### config.mk
export PLATFORM = sky130hd
export DESIGN_NAME = plm_limited_remap_flux_unit_flat
export DESIGN_NICKNAME = d
export VERILOG_FILES = /design/src/rtl/plmrf_pkg.sv /design/src/rtl/plmrf_in_if.sv /design/src/rtl/plmrf_out_if.sv /design/src/rtl/plmrf_front.sv /design/src/rtl/plmrf_queue.sv /design/src/rtl/plmrf_back.sv /design/src/rtl/plm_limited_remap_flux_unit.sv /design/src/flat_wrapper.sv
export VERILOG_INCLUDE_DIRS = /design/src /design/src/rtl
export SDC_FILE = /design/constraint.sdc
export NUM_CORES = 2
export LEC_CHECK = 0
export BUFFER_PORTS_ARGS = -buffer_cell sky130_fd_sc_hd__buf_2
export CORE_ASPECT_RATIO = 1.2
export CORE_MARGIN = 3
export CORE_UTILIZATION = 49
export DETAILED_ROUTE_END_ITERATION = 8
export PLACE_DENSITY = 0.7
export SYNTH_ARGS = -nofsm -noshare
export SYNTH_HDL_FRONTEND = slang
export SYNTH_SLANG_ARGS = --single-unit
### constraint.sdc
create_clock -name clk -period 15.3 [get_ports clk]
set_input_delay 3.825 -clock clk [delete_from_list [all_inputs] [get_ports clk]]
set_output_delay 3.825 -clock clk [all_outputs]
set_load 0.02 [all_outputs]
### src/rtl/assert_macros.svh
// Assertion macros shared by the PLM remap flux block.
// Each macro expects signals named clk and rst_n in the enclosing scope.
`ifndef ASSERT_MACROS_SVH
`define ASSERT_MACROS_SVH

// Same-cycle implication, held off while reset is asserted.
`define PLMRF_ASSERT_IMP(lbl, ante, cons, msg) \
  lbl: assert property (@(posedge clk) disable iff (!rst_n) (ante) |-> (cons)) \
    else $error(msg);

// Next-cycle implication, held off while reset is asserted.
`define PLMRF_ASSERT_NXT(lbl, ante, cons, msg) \
  lbl: assert property (@(posedge clk) disable iff (!rst_n) (ante) |=> (cons)) \
    else $error(msg);

`endif

### src/rtl/plmrf_pkg.sv
// Shared types and constants of the PLM remap flux block.
// No dependencies; every other file but assert_macros.svh refers to it by scoped names.
package plmrf_pkg;

  localparam int SAMPLE_W = 32;   // sample and result width
  localparam int SHIFT_W  = 16;   // Q1.15 shift fraction
  localparam int SLOPE_W  = 35;   // twice the limited slope, signed
  localparam int DMAG_W   = 33;   // magnitude of the above
  localparam int COEF_W   = 16;   // (1 -/+ eps) in Q1.15, 0..32768
  localparam int NMAG_W   = 50;   // magnitude of the pre-scale numerator
  localparam int PROD_W   = COEF_W + NMAG_W;
  localparam int SAT_W    = 35;   // width fed to the saturator
  localparam int HALF_SHIFT  = 17;
  localparam int ROUND_SHIFT = 32;

  localparam logic [1:0] FILL_FULL = 2'd3;
  localparam logic signed [SAMPLE_W-1:0] SAT_MAX = 32'sh7fff_ffff;
  localparam logic signed [SAMPLE_W-1:0] SAT_MIN = 32'sh8000_0000;

  // Work item handed from front to back.
  typedef struct packed {
    logic signed [SAMPLE_W-1:0] center;
    logic signed [SLOPE_W-1:0]  slope2;
    logic signed [SAMPLE_W-1:0] home;
    logic                       rem_valid;
    logic                       last;
  } qent_t;

  // Queue occupancy flags.
  typedef struct packed {
    logic full;
    logic empty;
  } qstat_t;

  typedef enum logic [2:0] {
    B_LOAD,
    B_NSUM,
    B_MUL2,
    B_ROUND,
    B_EMIT
  } back_state_t;

endpackage

### src/rtl/plmrf_in_if.sv
// Input sample channel of the PLM remap flux block.
// Depends on plmrf_pkg for the sample width.
interface plmrf_in_if;
  logic                                 valid;
  logic                                 ready;
  logic signed [plmrf_pkg::SAMPLE_W-1:0] sample;
  logic                                 row_end;

  modport source (output valid, sample, row_end, input ready);
  modport sink   (input valid, sample, row_end, output ready);
endinterface

### src/rtl/plmrf_out_if.sv
// Result channel of the PLM remap flux block.
// Depends on plmrf_pkg for the sample width.
interface plmrf_out_if;
  logic                                 valid;
  logic                                 ready;
  logic signed [plmrf_pkg::SAMPLE_W-1:0] flux;
  logic signed [plmrf_pkg::SAMPLE_W-1:0] remapped_value;
  logic                                 remapped_valid;
  logic                                 last;

  modport source (output valid, flux, remapped_value, remapped_valid, last, input ready);
  modport sink   (input valid, flux, remapped_value, remapped_valid, last, output ready);
endinterface

### src/rtl/plmrf_front.sv
// Front end: sample window, fill tracking and MC-limited slope.
// Depends on plmrf_pkg and plmrf_in_if; feeds plmrf_queue.
module plmrf_front (
  input  logic                                  clk,
  input  logic                                  rst_n,
  plmrf_in_if.sink                              in_ch,
  input  logic signed [plmrf_pkg::SHIFT_W-1:0]  shift,
  input  plmrf_pkg::qstat_t                     q_stat,
  output logic                                  q_push,
  output plmrf_pkg::qent_t                      q_wdata
);

  logic signed [plmrf_pkg::SAMPLE_W-1:0] win_r [3];
  logic signed [plmrf_pkg::SAMPLE_W-1:0] dcell_r;
  logic [1:0] fill_r;
  logic [1:0] fill_nxt;
  logic       pend_r;
  logic       last_r;
  logic       pvalid_r;
  logic       accept;
  logic       full_win;
  logic       go;
  logic       shift_pos;

  logic signed [plmrf_pkg::SAMPLE_W:0] dl, dr, dc;
  logic [plmrf_pkg::SAMPLE_W:0]        al, ar, adc, amin, m;
  logic [plmrf_pkg::SLOPE_W-1:0]       lim, adc_x, m_x;
  logic                                same;
  logic signed [plmrf_pkg::SLOPE_W-1:0] slope2;

  assign accept    = in_ch.valid && in_ch.ready;
  assign in_ch.ready = !pend_r;
  assign full_win  = (fill_r == plmrf_pkg::FILL_FULL);
  assign go        = !full_win || !q_stat.full;
  assign q_push    = pend_r && full_win && !q_stat.full;
  assign shift_pos = !shift[plmrf_pkg::SHIFT_W-1] && (shift != '0);
  assign fill_nxt  = (fill_r == plmrf_pkg::FILL_FULL) ? fill_r : fill_r + 2'd1;

  // limited slope of the window centre, times two
  always_comb begin
    dl  = {win_r[1][plmrf_pkg::SAMPLE_W-1], win_r[1]} - {win_r[0][plmrf_pkg::SAMPLE_W-1], win_r[0]};
    dr  = {win_r[2][plmrf_pkg::SAMPLE_W-1], win_r[2]} - {win_r[1][plmrf_pkg::SAMPLE_W-1], win_r[1]};
    dc  = {win_r[2][plmrf_pkg::SAMPLE_W-1], win_r[2]} - {win_r[0][plmrf_pkg::SAMPLE_W-1], win_r[0]};
    al  = dl[plmrf_pkg::SAMPLE_W] ? 33'(-dl) : 33'(dl);
    ar  = dr[plmrf_pkg::SAMPLE_W] ? 33'(-dr) : 33'(dr);
    adc = dc[plmrf_pkg::SAMPLE_W] ? 33'(-dc) : 33'(dc);
    same = (!dl[plmrf_pkg::SAMPLE_W] && (dl != '0) && !dr[plmrf_pkg::SAMPLE_W] && (dr != '0))
        || (dl[plmrf_pkg::SAMPLE_W] && dr[plmrf_pkg::SAMPLE_W]);
    amin  = (al < ar) ? al : ar;
    lim   = {amin, 2'b00};
    adc_x = {2'b00, adc};
    m_x   = (adc_x < lim) ? adc_x : lim;
    m     = m_x[plmrf_pkg::DMAG_W-1:0];
    if (!same) begin
      slope2 = '0;
    end else if (dc[plmrf_pkg::SAMPLE_W]) begin
      slope2 = -$signed({2'b00, m});
    end else begin
      slope2 = $signed({2'b00, m});
    end
  end

  always_comb begin
    q_wdata.center    = win_r[1];
    q_wdata.slope2    = slope2;
    q_wdata.home      = shift_pos ? win_r[1] : dcell_r;
    q_wdata.rem_valid = pvalid_r;
    q_wdata.last      = last_r;
  end

  // control: one sample in flight; row end clears the window state
  always_ff @(posedge clk) begin
    if (!rst_n) begin
      fill_r   <= '0;
      pend_r   <= 1'b0;
      pvalid_r <= 1'b0;
    end else if (accept) begin
      fill_r <= fill_nxt;
      pend_r <= 1'b1;
    end else if (pend_r && go) begin
      pend_r <= 1'b0;
      if (q_push) begin
        pvalid_r <= 1'b1;
      end
      if (last_r) begin
        fill_r   <= '0;
        pvalid_r <= 1'b0;
      end
    end
  end

  always_ff @(posedge clk) begin
    if (accept) begin
      win_r[0] <= win_r[1];
      win_r[1] <= win_r[2];
      win_r[2] <= in_ch.sample;
      last_r   <= in_ch.row_end;
    end
    if (q_push) begin
      dcell_r <= win_r[1];
    end
  end

endmodule

### src/rtl/plmrf_queue.sv
// Two-entry queue between front and back end.
// Depends on plmrf_pkg for the entry and status types.
module plmrf_queue (
  input  logic              clk,
  input  logic              rst_n,
  input  logic              push,
  input  plmrf_pkg::qent_t  wdata,
  input  logic              pop,
  output plmrf_pkg::qent_t  rdata,
  output plmrf_pkg::qstat_t stat
);

  plmrf_pkg::qent_t ent_r [2];
  logic       wptr_r;
  logic       rptr_r;
  logic [1:0] cnt_r;

  assign rdata      = ent_r[rptr_r];
  assign stat.full  = (cnt_r == 2'd2);
  assign stat.empty = (cnt_r == 2'd0);

  always_ff @(posedge clk) begin
    if (!rst_n) begin
      wptr_r <= 1'b0;
      rptr_r <= 1'b0;
      cnt_r  <= '0;
    end else begin
      if (push) begin
        wptr_r <= !wptr_r;
      end
      if (pop) begin
        rptr_r <= !rptr_r;
      end
      if (push && !pop) begin
        cnt_r <= cnt_r + 2'd1;
      end else if (pop && !push) begin
        cnt_r <= cnt_r - 2'd1;
      end
    end
  end

  always_ff @(posedge clk) begin
    if (push) begin
      ent_r[wptr_r] <= wdata;
    end
  end

endmodule

### src/rtl/plmrf_back.sv
// Back end: flux and remapped value on one shared 16x50 multiplier.
// Depends on plmrf_pkg and plmrf_out_if; drains plmrf_queue.
module plmrf_back (
  input  logic                                  clk,
  input  logic                                  rst_n,
  input  logic signed [plmrf_pkg::SHIFT_W-1:0]  shift,
  input  plmrf_pkg::qent_t                      q_rdata,
  input  plmrf_pkg::qstat_t                     q_stat,
  output logic                                  q_pop,
  plmrf_out_if.source                           out_ch
);

  function automatic logic signed [plmrf_pkg::SAMPLE_W-1:0] sat35(
    input logic signed [plmrf_pkg::SAT_W-1:0] x
  );
    logic signed [plmrf_pkg::SAMPLE_W-1:0] res;
    if (x[plmrf_pkg::SAT_W-1:plmrf_pkg::SAMPLE_W-1] == {4{x[plmrf_pkg::SAT_W-1]}}) begin
      res = x[plmrf_pkg::SAMPLE_W-1:0];
    end else if (x[plmrf_pkg::SAT_W-1]) begin
      res = plmrf_pkg::SAT_MIN;
    end else begin
      res = plmrf_pkg::SAT_MAX;
    end
    return res;
  endfunction

  plmrf_pkg::back_state_t st_r, st_nxt;
  plmrf_pkg::qent_t       ent_r;

  logic [plmrf_pkg::PROD_W-1:0]         prod_r;
  logic [plmrf_pkg::NMAG_W-1:0]         nmag_r;
  logic                                 nneg_r;
  logic signed [plmrf_pkg::SAMPLE_W-1:0] f_r, pflux_r;
  logic                                 out_vld_r;
  logic signed [plmrf_pkg::SAMPLE_W-1:0] flux_r, rem_r;
  logic                                 rvalid_r, last_r;

  logic                                 emit_go, take;
  logic                                 e_pos, e_neg;
  logic [plmrf_pkg::COEF_W-1:0]         emag, coef;
  logic signed [plmrf_pkg::SHIFT_W:0]   e17, coef17, emag17;
  logic [plmrf_pkg::COEF_W-1:0]         mul_a;
  logic [plmrf_pkg::NMAG_W-1:0]         mul_b;
  logic [plmrf_pkg::PROD_W-1:0]         mul_p;
  logic signed [plmrf_pkg::SLOPE_W-1:0] dabs;

  logic signed [plmrf_pkg::NMAG_W:0]    cen_x, term, n, nabs;
  logic                                 tneg;
  logic [plmrf_pkg::PROD_W:0]           rnd;
  logic [plmrf_pkg::PROD_W-plmrf_pkg::ROUND_SHIFT-1:0] r;
  logic signed [plmrf_pkg::SAT_W-1:0]   fs, rem_sum;
  logic signed [plmrf_pkg::SAMPLE_W-1:0] f_nxt, rem_nxt;

  // shift fraction terms
  always_comb begin
    e_neg  = shift[plmrf_pkg::SHIFT_W-1];
    e_pos  = !e_neg && (shift != '0);
    e17    = {shift[plmrf_pkg::SHIFT_W-1], shift};
    emag17 = e_neg ? -e17 : e17;
    emag   = emag17[plmrf_pkg::COEF_W-1:0];
    coef17 = e_pos ? (17'sd32768 - e17) : (17'sd32768 + e17);
    coef   = coef17[plmrf_pkg::COEF_W-1:0];
    dabs   = q_rdata.slope2[plmrf_pkg::SLOPE_W-1] ? -q_rdata.slope2 : q_rdata.slope2;
  end

  // FSM outputs and multiplier operand select
  always_comb begin
    emit_go = (st_r == plmrf_pkg::B_EMIT) && (!out_vld_r || out_ch.ready);
    take    = ((st_r == plmrf_pkg::B_LOAD) || emit_go) && !q_stat.empty;
    q_pop   = take;
    if (st_r == plmrf_pkg::B_MUL2) begin
      mul_a = emag;
      mul_b = nmag_r;
    end else begin
      mul_a = coef;
      mul_b = {{(plmrf_pkg::NMAG_W-plmrf_pkg::DMAG_W){1'b0}}, dabs[plmrf_pkg::DMAG_W-1:0]};
    end
  end

  assign mul_p = mul_a * mul_b;

  // next state
  always_comb begin
    case (st_r)
      plmrf_pkg::B_LOAD:  st_nxt = q_stat.empty ? plmrf_pkg::B_LOAD : plmrf_pkg::B_NSUM;
      plmrf_pkg::B_NSUM:  st_nxt = plmrf_pkg::B_MUL2;
      plmrf_pkg::B_MUL2:  st_nxt = plmrf_pkg::B_ROUND;
      plmrf_pkg::B_ROUND: st_nxt = plmrf_pkg::B_EMIT;
      plmrf_pkg::B_EMIT: begin
        if (!emit_go) begin
          st_nxt = plmrf_pkg::B_EMIT;
        end else if (!q_stat.empty) begin
          st_nxt = plmrf_pkg::B_NSUM;
        end else begin
          st_nxt = plmrf_pkg::B_LOAD;
        end
      end
      default: st_nxt = plmrf_pkg::B_LOAD;
    endcase
  end

  // numerator, rounding, remap sum
  always_comb begin
    cen_x = {{2{ent_r.center[plmrf_pkg::SAMPLE_W-1]}}, ent_r.center,
             {plmrf_pkg::HALF_SHIFT{1'b0}}};
    term  = $signed({2'b00, prod_r[plmrf_pkg::NMAG_W-2:0]});
    tneg  = ent_r.slope2[plmrf_pkg::SLOPE_W-1] ^ !e_pos;
    n     = tneg ? cen_x - term : cen_x + term;
    nabs  = n[plmrf_pkg::NMAG_W] ? -n : n;
    rnd   = {1'b0, prod_r} + ({{plmrf_pkg::PROD_W{1'b0}}, 1'b1} << (plmrf_pkg::ROUND_SHIFT - 1));
    r     = rnd[plmrf_pkg::PROD_W-1:plmrf_pkg::ROUND_SHIFT];
    fs    = (e_neg ^ nneg_r) ? -$signed({1'b0, r}) : $signed({1'b0, r});
    f_nxt = sat35(fs);
    rem_sum = {{3{ent_r.home[plmrf_pkg::SAMPLE_W-1]}}, ent_r.home}
            - {{3{f_r[plmrf_pkg::SAMPLE_W-1]}}, f_r}
            + {{3{pflux_r[plmrf_pkg::SAMPLE_W-1]}}, pflux_r};
    rem_nxt = ent_r.rem_valid ? sat35(rem_sum) : '0;
  end

  always_ff @(posedge clk) begin
    if (!rst_n) begin
      st_r      <= plmrf_pkg::B_LOAD;
      out_vld_r <= 1'b0;
    end else begin
      st_r <= st_nxt;
      if (emit_go) begin
        out_vld_r <= 1'b1;
      end else if (out_ch.ready) begin
        out_vld_r <= 1'b0;
      end
    end
  end

  always_ff @(posedge clk) begin
    if (take) begin
      ent_r <= q_rdata;
    end
    if (take || (st_r == plmrf_pkg::B_MUL2)) begin
      prod_r <= mul_p;
    end
    if (st_r == plmrf_pkg::B_NSUM) begin
      nmag_r <= nabs[plmrf_pkg::NMAG_W-1:0];
      nneg_r <= n[plmrf_pkg::NMAG_W];
    end
    if (st_r == plmrf_pkg::B_ROUND) begin
      f_r <= f_nxt;
    end
    if (emit_go) begin
      flux_r   <= f_r;
      rem_r    <= rem_nxt;
      rvalid_r <= ent_r.rem_valid;
      last_r   <= ent_r.last;
      pflux_r  <= ent_r.last ? '0 : f_r;
    end
  end

  assign out_ch.valid          = out_vld_r;
  assign out_ch.flux           = flux_r;
  assign out_ch.remapped_value = rem_r;
  assign out_ch.remapped_valid = rvalid_r;
  assign out_ch.last           = last_r;

endmodule

### src/rtl/plm_limited_remap_flux_unit.sv
// Top level of the PLM remap flux block: config register, front, queue, back.
// Depends on plmrf_pkg, plmrf_in_if, plmrf_out_if, plmrf_front, plmrf_queue,
// plmrf_back and assert_macros.svh.
//
// Usage:
//  - in_ch carries one row sample per beat (sample, row_end); row_end marks the
//    row's last sample, after which the window and the carried flux are cleared.
//  - out_ch gives one beat per sample once three samples of the row are in:
//    the limited remap flux of the window centre and, from the second result of
//    a row on, the remapped neighbor cell (remapped_valid high).
//  - cfg_wr_en / cfg_wr_data write the Q1.15 shift fraction; write only while
//    the block is idle. Its sign picks the upwind side.
//  - Front holds one sample at a time (ready low while it is pending); back
//    produces each result in steps (pop + slope multiply, numerator, flux
//    multiply, round/saturate), paced by the single shared multiplier, and
//    takes a new queue entry only when idle or as it emits the current result.
//  - A two-entry queue sits between front and back, and the result sits in an
//    output register, so a stalled receiver only holds the back end; the front
//    keeps accepting until the queue fills.
//  - Synchronous reset clears the shift fraction, window fill, queue and FSM.
`include "assert_macros.svh"

module plm_limited_remap_flux_unit (
  input  logic                                 clk,
  input  logic                                 rst_n,
  plmrf_in_if.sink                             in_ch,
  plmrf_out_if.source                          out_ch,
  input  logic                                 cfg_wr_en,
  input  logic signed [plmrf_pkg::SHIFT_W-1:0] cfg_wr_data
);

  logic signed [plmrf_pkg::SHIFT_W-1:0] shift_r;
  logic                                 q_push;
  logic                                 q_pop;
  plmrf_pkg::qent_t                     q_wdata;
  plmrf_pkg::qent_t                     q_rdata;
  plmrf_pkg::qstat_t                    q_stat;

  // shift fraction register
  always_ff @(posedge clk) begin
    if (!rst_n) begin
      shift_r <= '0;
    end else if (cfg_wr_en) begin
      shift_r <= cfg_wr_data;
    end
  end

  // window and slope
  plmrf_front u_front (
    .clk     (clk),
    .rst_n   (rst_n),
    .in_ch   (in_ch),
    .shift   (shift_r),
    .q_stat  (q_stat),
    .q_push  (q_push),
    .q_wdata (q_wdata)
  );

  plmrf_queue u_queue (
    .clk   (clk),
    .rst_n (rst_n),
    .push  (q_push),
    .wdata (q_wdata),
    .pop   (q_pop),
    .rdata (q_rdata),
    .stat  (q_stat)
  );

  // flux, remap and output register
  plmrf_back u_back (
    .clk     (clk),
    .rst_n   (rst_n),
    .shift   (shift_r),
    .q_rdata (q_rdata),
    .q_stat  (q_stat),
    .q_pop   (q_pop),
    .out_ch  (out_ch)
  );

  `PLMRF_ASSERT_IMP(a_q_no_overflow, q_push, !q_stat.full, "queue push while full")
  `PLMRF_ASSERT_IMP(a_q_no_underflow, q_pop, !q_stat.empty, "queue pop while empty")
  `PLMRF_ASSERT_NXT(a_one_in_front, in_ch.valid && in_ch.ready, !in_ch.ready, "front took two beats")
  `PLMRF_ASSERT_IMP(a_rem_zero, out_ch.valid && !out_ch.remapped_valid, out_ch.remapped_value == '0, "remap value without valid")

endmodule
### src/flat_wrapper.sv
// flat-port wrapper written by rule: the top's interface ports become plain ports
module plm_limited_remap_flux_unit_flat 
  (clk, rst_n, cfg_wr_en, cfg_wr_data, in_ch_valid, in_ch_sample, in_ch_row_end, in_ch_ready, out_ch_valid, out_ch_flux, out_ch_remapped_value, out_ch_remapped_valid, out_ch_last, out_ch_ready);
  plmrf_in_if in_ch_i ();
  plmrf_out_if out_ch_i ();
  input  logic clk;
  input  logic rst_n;
  input  logic cfg_wr_en;
  input  logic signed [plmrf_pkg::SHIFT_W-1:0] cfg_wr_data;
  input wire logic [$bits(in_ch_i.valid)-1:0] in_ch_valid;
  input wire logic [$bits(in_ch_i.sample)-1:0] in_ch_sample;
  input wire logic [$bits(in_ch_i.row_end)-1:0] in_ch_row_end;
  output wire logic [$bits(in_ch_i.ready)-1:0] in_ch_ready;
  output wire logic [$bits(out_ch_i.valid)-1:0] out_ch_valid;
  output wire logic [$bits(out_ch_i.flux)-1:0] out_ch_flux;
  output wire logic [$bits(out_ch_i.remapped_value)-1:0] out_ch_remapped_value;
  output wire logic [$bits(out_ch_i.remapped_valid)-1:0] out_ch_remapped_valid;
  output wire logic [$bits(out_ch_i.last)-1:0] out_ch_last;
  input wire logic [$bits(out_ch_i.ready)-1:0] out_ch_ready;
  assign in_ch_i.valid = in_ch_valid;
  assign in_ch_i.sample = in_ch_sample;
  assign in_ch_i.row_end = in_ch_row_end;
  assign in_ch_ready = in_ch_i.ready;
  assign out_ch_valid = out_ch_i.valid;
  assign out_ch_flux = out_ch_i.flux;
  assign out_ch_remapped_value = out_ch_i.remapped_value;
  assign out_ch_remapped_valid = out_ch_i.remapped_valid;
  assign out_ch_last = out_ch_i.last;
  assign out_ch_i.ready = out_ch_ready;
  plm_limited_remap_flux_unit u_core (.clk(clk), .rst_n(rst_n), .in_ch(in_ch_i), .out_ch(out_ch_i), .cfg_wr_en(cfg_wr_en), .cfg_wr_data(cfg_wr_data));
endmodule
==> results.py <==
metrics = {
    "status": {
        "run_status": "finished clean",
    },
    "routing": {
        "drt_drc_violations_left": 0,
        "met1_wirelength_um": 78300,
        "wl_met3_um": 14500,
        "antenna_left": 0,
        "avgRoutedWirePerCell_um": 22.2,
        "dr.max_layer_used": "met5",
        "detail_route.wirelength_um": 202000,
        "route.vias.total": 53861,
        "vias_per_cell": 5.91,
        "met2_length_um": 98100,
        "detailedRoute.firstPassIterationCount": 7,
        "detail_route.iter0.violations": 4592,
    },
    "cts": {
        "cts_inserted_buffers": 76,
        "post_cts_resize_count": 0,
        "worstSkewPairLatency_ns": 0.73,
        "path_clk_slew_ns": 0.06,
        "cts_buffer_depth": 3,
        "cts_hold_buf": 0,
        "postCtsSetupRepairBufs": 0,
        "clock_sinks": 672,
        "cts_tree": "built",
        "htree_levels": 3,
        "clockRootBuffer": "clkbuf_16",
    },
    "logic_synthesis": {
        "yosysMostFrequentCell": "inv_1",
        "syn-num-nets": 8401,
        "synth.yosys.warnings": 0,
        "netlist_instances": 7236,
        "synth_top_flop_cell": "edfxtp_1",
        "syn-cell-area_um2": 69000,
        "post_synthesis_area_per_instance_um2": 9.54,
        "top_cells_by_area_in_the_synthesized_netlist": "edfxtp_1 28%, fa_1 20%, ha_1 7.3%, inv_1 5.2%, nand2_1 5.1%",
        "synth_area_leader_cell": "edfxtp_1",
        "ys_ff_latch": 672,
        "post_synth_num_cell_types": 114,
        "synth_commonest_cells": "964 x inv_1, 933 x nand2_1, 706 x fa_1, 643 x edfxtp_1, 465 x nor2_1",
        "postSynth.asyncResetShare_pct": 0,
        "synth_enable_flop_cells": 643,
        "yosys.area.top_type_share_pct": 28.0,
        "synth.yosys.seq_area_share_pct": 28.8,
    },
    "worst_setup_path": {
        "cp-start-kind": "register",
        "reg2reg_setup_slack_ns": 2.58,
        "worst_ep_required_time_ns": 15.74,
        "critical_path_sink": "u_core.u_back.prod_r[63]",
        "r2r.worst_path.cells": 38,
        "crit-reg2reg-capture": "u_core.u_back.prod_r[63]",
        "setup.worst_path.class": "reg2reg",
        "worst_path_largest_cell_delay_ns": 0.81,
        "type_of_element_capturing_the_critical_path": "register",
        "critPathArrivalTime_ns": 13.16,
        "crit_path_max_fanout": 35,
        "crit_slowest_cell": "o31ai_1",
    },
    "cells_and_area": {
        "register_area_um2": 19900,
        "total_area_of_multi_input_combinational_cells_um2": 44700,
        "layout_area_overhead_pct": 7.68,
        "finish.cell_count_without_fillers": 9107,
        "fillers": 12363,
        "num-nets-final": 8383,
        "drive_above_1_share_pct": 7.75,
    },
    "hold_path": {
        "holdCritPathClass": "reg2reg",
        "holdPathStages": 0,
    },
    "die": {
        "start_util_pct": 49.4,
        "die_y_um": 417,
        "floorplan.core_area_um2": 140000,
        "die_w_um": 349,
        "design.die.area_um2": 145000,
        "fp-row-count": 150,
        "top_level_ports": 122,
    },
    "sta": {
        "timing.hold.ws_ns": 0.446,
        "final_min_period_over_clock_period_pct": 83.1,
        "fmax_mhz": 78.6,
        "setup_violations": 0,
        "layout_skew_ns": 0.0659,
        "report.final.hold_viol_count": 0,
        "rsz0062_at_grt": "false",
        "setup-tns-final_ns": 0,
        "worst-slew-pin-transition_ns": 1.20,
        "final_max_slew_viol_count": 0,
        "tmin_final_ns": 12.72,
        "slew_headroom_pct": 19.4,
    },
    "global_route": {
        "grt_pass1_vias": 55015,
        "grt_first_pass_wirelength_um": 316000,
        "grt_antenna_before_repair": 4,
        "grt_overflow_total": 0,
        "grt_max_degree": 70,
        "total_routing_resource_utilization_after_global_routing_pct": 27.9,
    },
    "placed_design": {
        "gpl.final_weighted_congestion": 1.02,
        "post-place-cells": 8964,
        "post-dp-hpwl_um": 157000,
        "port_buffers": 121,
    },
    "flow_run": {
        "max-cap-violations": 0,
    },
}
worst max-delay path: cells and delay by family (launching register included):
kind / cells / cell delay [ns]
muxes: 1 / 0.49
DFF: 1 / 0.71
AOI/OAI and AO/OA: 15 / 5.20
xor gates and xnor gates: 2 / 0.35
buffers and inverters: 6 / 0.40
adders and majority gates: 8 / 3.71
and+or+nand+nor: 6 / 1.57
kinds of logic after synthesis:
kind of cell    synth area share (%)
fa+ha+maj                       27.8
xor+xnor                        5.87
buf+inv                         6.95
simple gates                    15.3
compound gates                  11.7
mux                             3.52
flops                           28.8
cell usage in the layout (no fill, tap or decap), types with 121 or more instances in the layout:
master | Yosys | routed
fa_1 | 706 | 706
nor2b_1 | 180 | 180
ha_1 | 405 | 405
a21oi_1 | 337 | 333
buf_2 | 22 | 121
nor2_1 | 465 | 461
nand2_1 | 933 | 932
inv_1 | 964 | 963
o21ai_0 | 268 | 262
edfxtp_1 | 643 | 643
xor2_1 | 168 | 163
xnor2_1 | 293 | 281
area by class of cell:
cell class / count / share of cell area [%]
Antenna cell: 3 / 0.0101
Clock buffer: 92 / 2.67
Clock inverter: 48 / 0.867
Inverter: 965 / 4.88
Multi-Input combinational cell: 5302 / 60.1
Sequential cell: 672 / 26.8
Tap cell: 1824 / 3.07
Timing Repair Buffer: 201 / 1.62
metal layers:
metal,up-vias,GRT usage [%]
met1,26753,34.9
met4,2,14.0
met2,2266,47.2
met5,-,0
li1,24309,-
met3,531,4.16
how the worst min path moves through the flow:
stage / start / end / slack (ns)
3_5_place_dp: u_core.u_front.win_r[0][64] / u_core.u_front.win_r[0][32] / 0.43
3_3_place_gp: u_core.u_front.win_r[0][64] / u_core.u_front.win_r[0][32] / 0.44
5_1_grt: u_core.u_front.win_r[0][64] / u_core.u_front.win_r[0][32] / 0.49
6_report: u_core.u_front.win_r[0][64] / u_core.u_front.win_r[0][32] / 0.45
4_1_cts: u_core.u_front.win_r[0][64] / u_core.u_front.win_r[0][32] / 0.44
2_1_floorplan: u_core.u_front.win_r[0][64] / u_core.u_front.win_r[0][32] / 0.43
state kept, by name, summed over array words and instances (netlist names), 32 cells and up, named ones only:
register	cells
u_core.u_front.win_r	96
u_core.u_back.nmag_r	50
u_core.u_back.out_ch.remapped_value	32
u_core.u_queue.ent_r	200
u_core.u_front.dcell_r	32
u_core.u_back.f_r	32
u_core.u_back.out_ch.flux	32
u_core.u_back.cen_x	32
u_core.u_back.prod_r	66
u_core.u_back.ent_r	35
u_core.u_back.pflux_r	32
metrics by stage:
step	utilization, %	setup slack (ns)	area [um2]
after floorplan	-	4.54	69000
after global placement	51.3	2.84	71700
after detailed placement	51.3	2.66	71700
after CTS	53.2	2.60	74300
after global routing	53.2	2.05	74300
final	53.2	2.58	74300
Power is not shown: default switching activity piles up to over one toggle a cycle in this logic, so the estimate is an artifact.
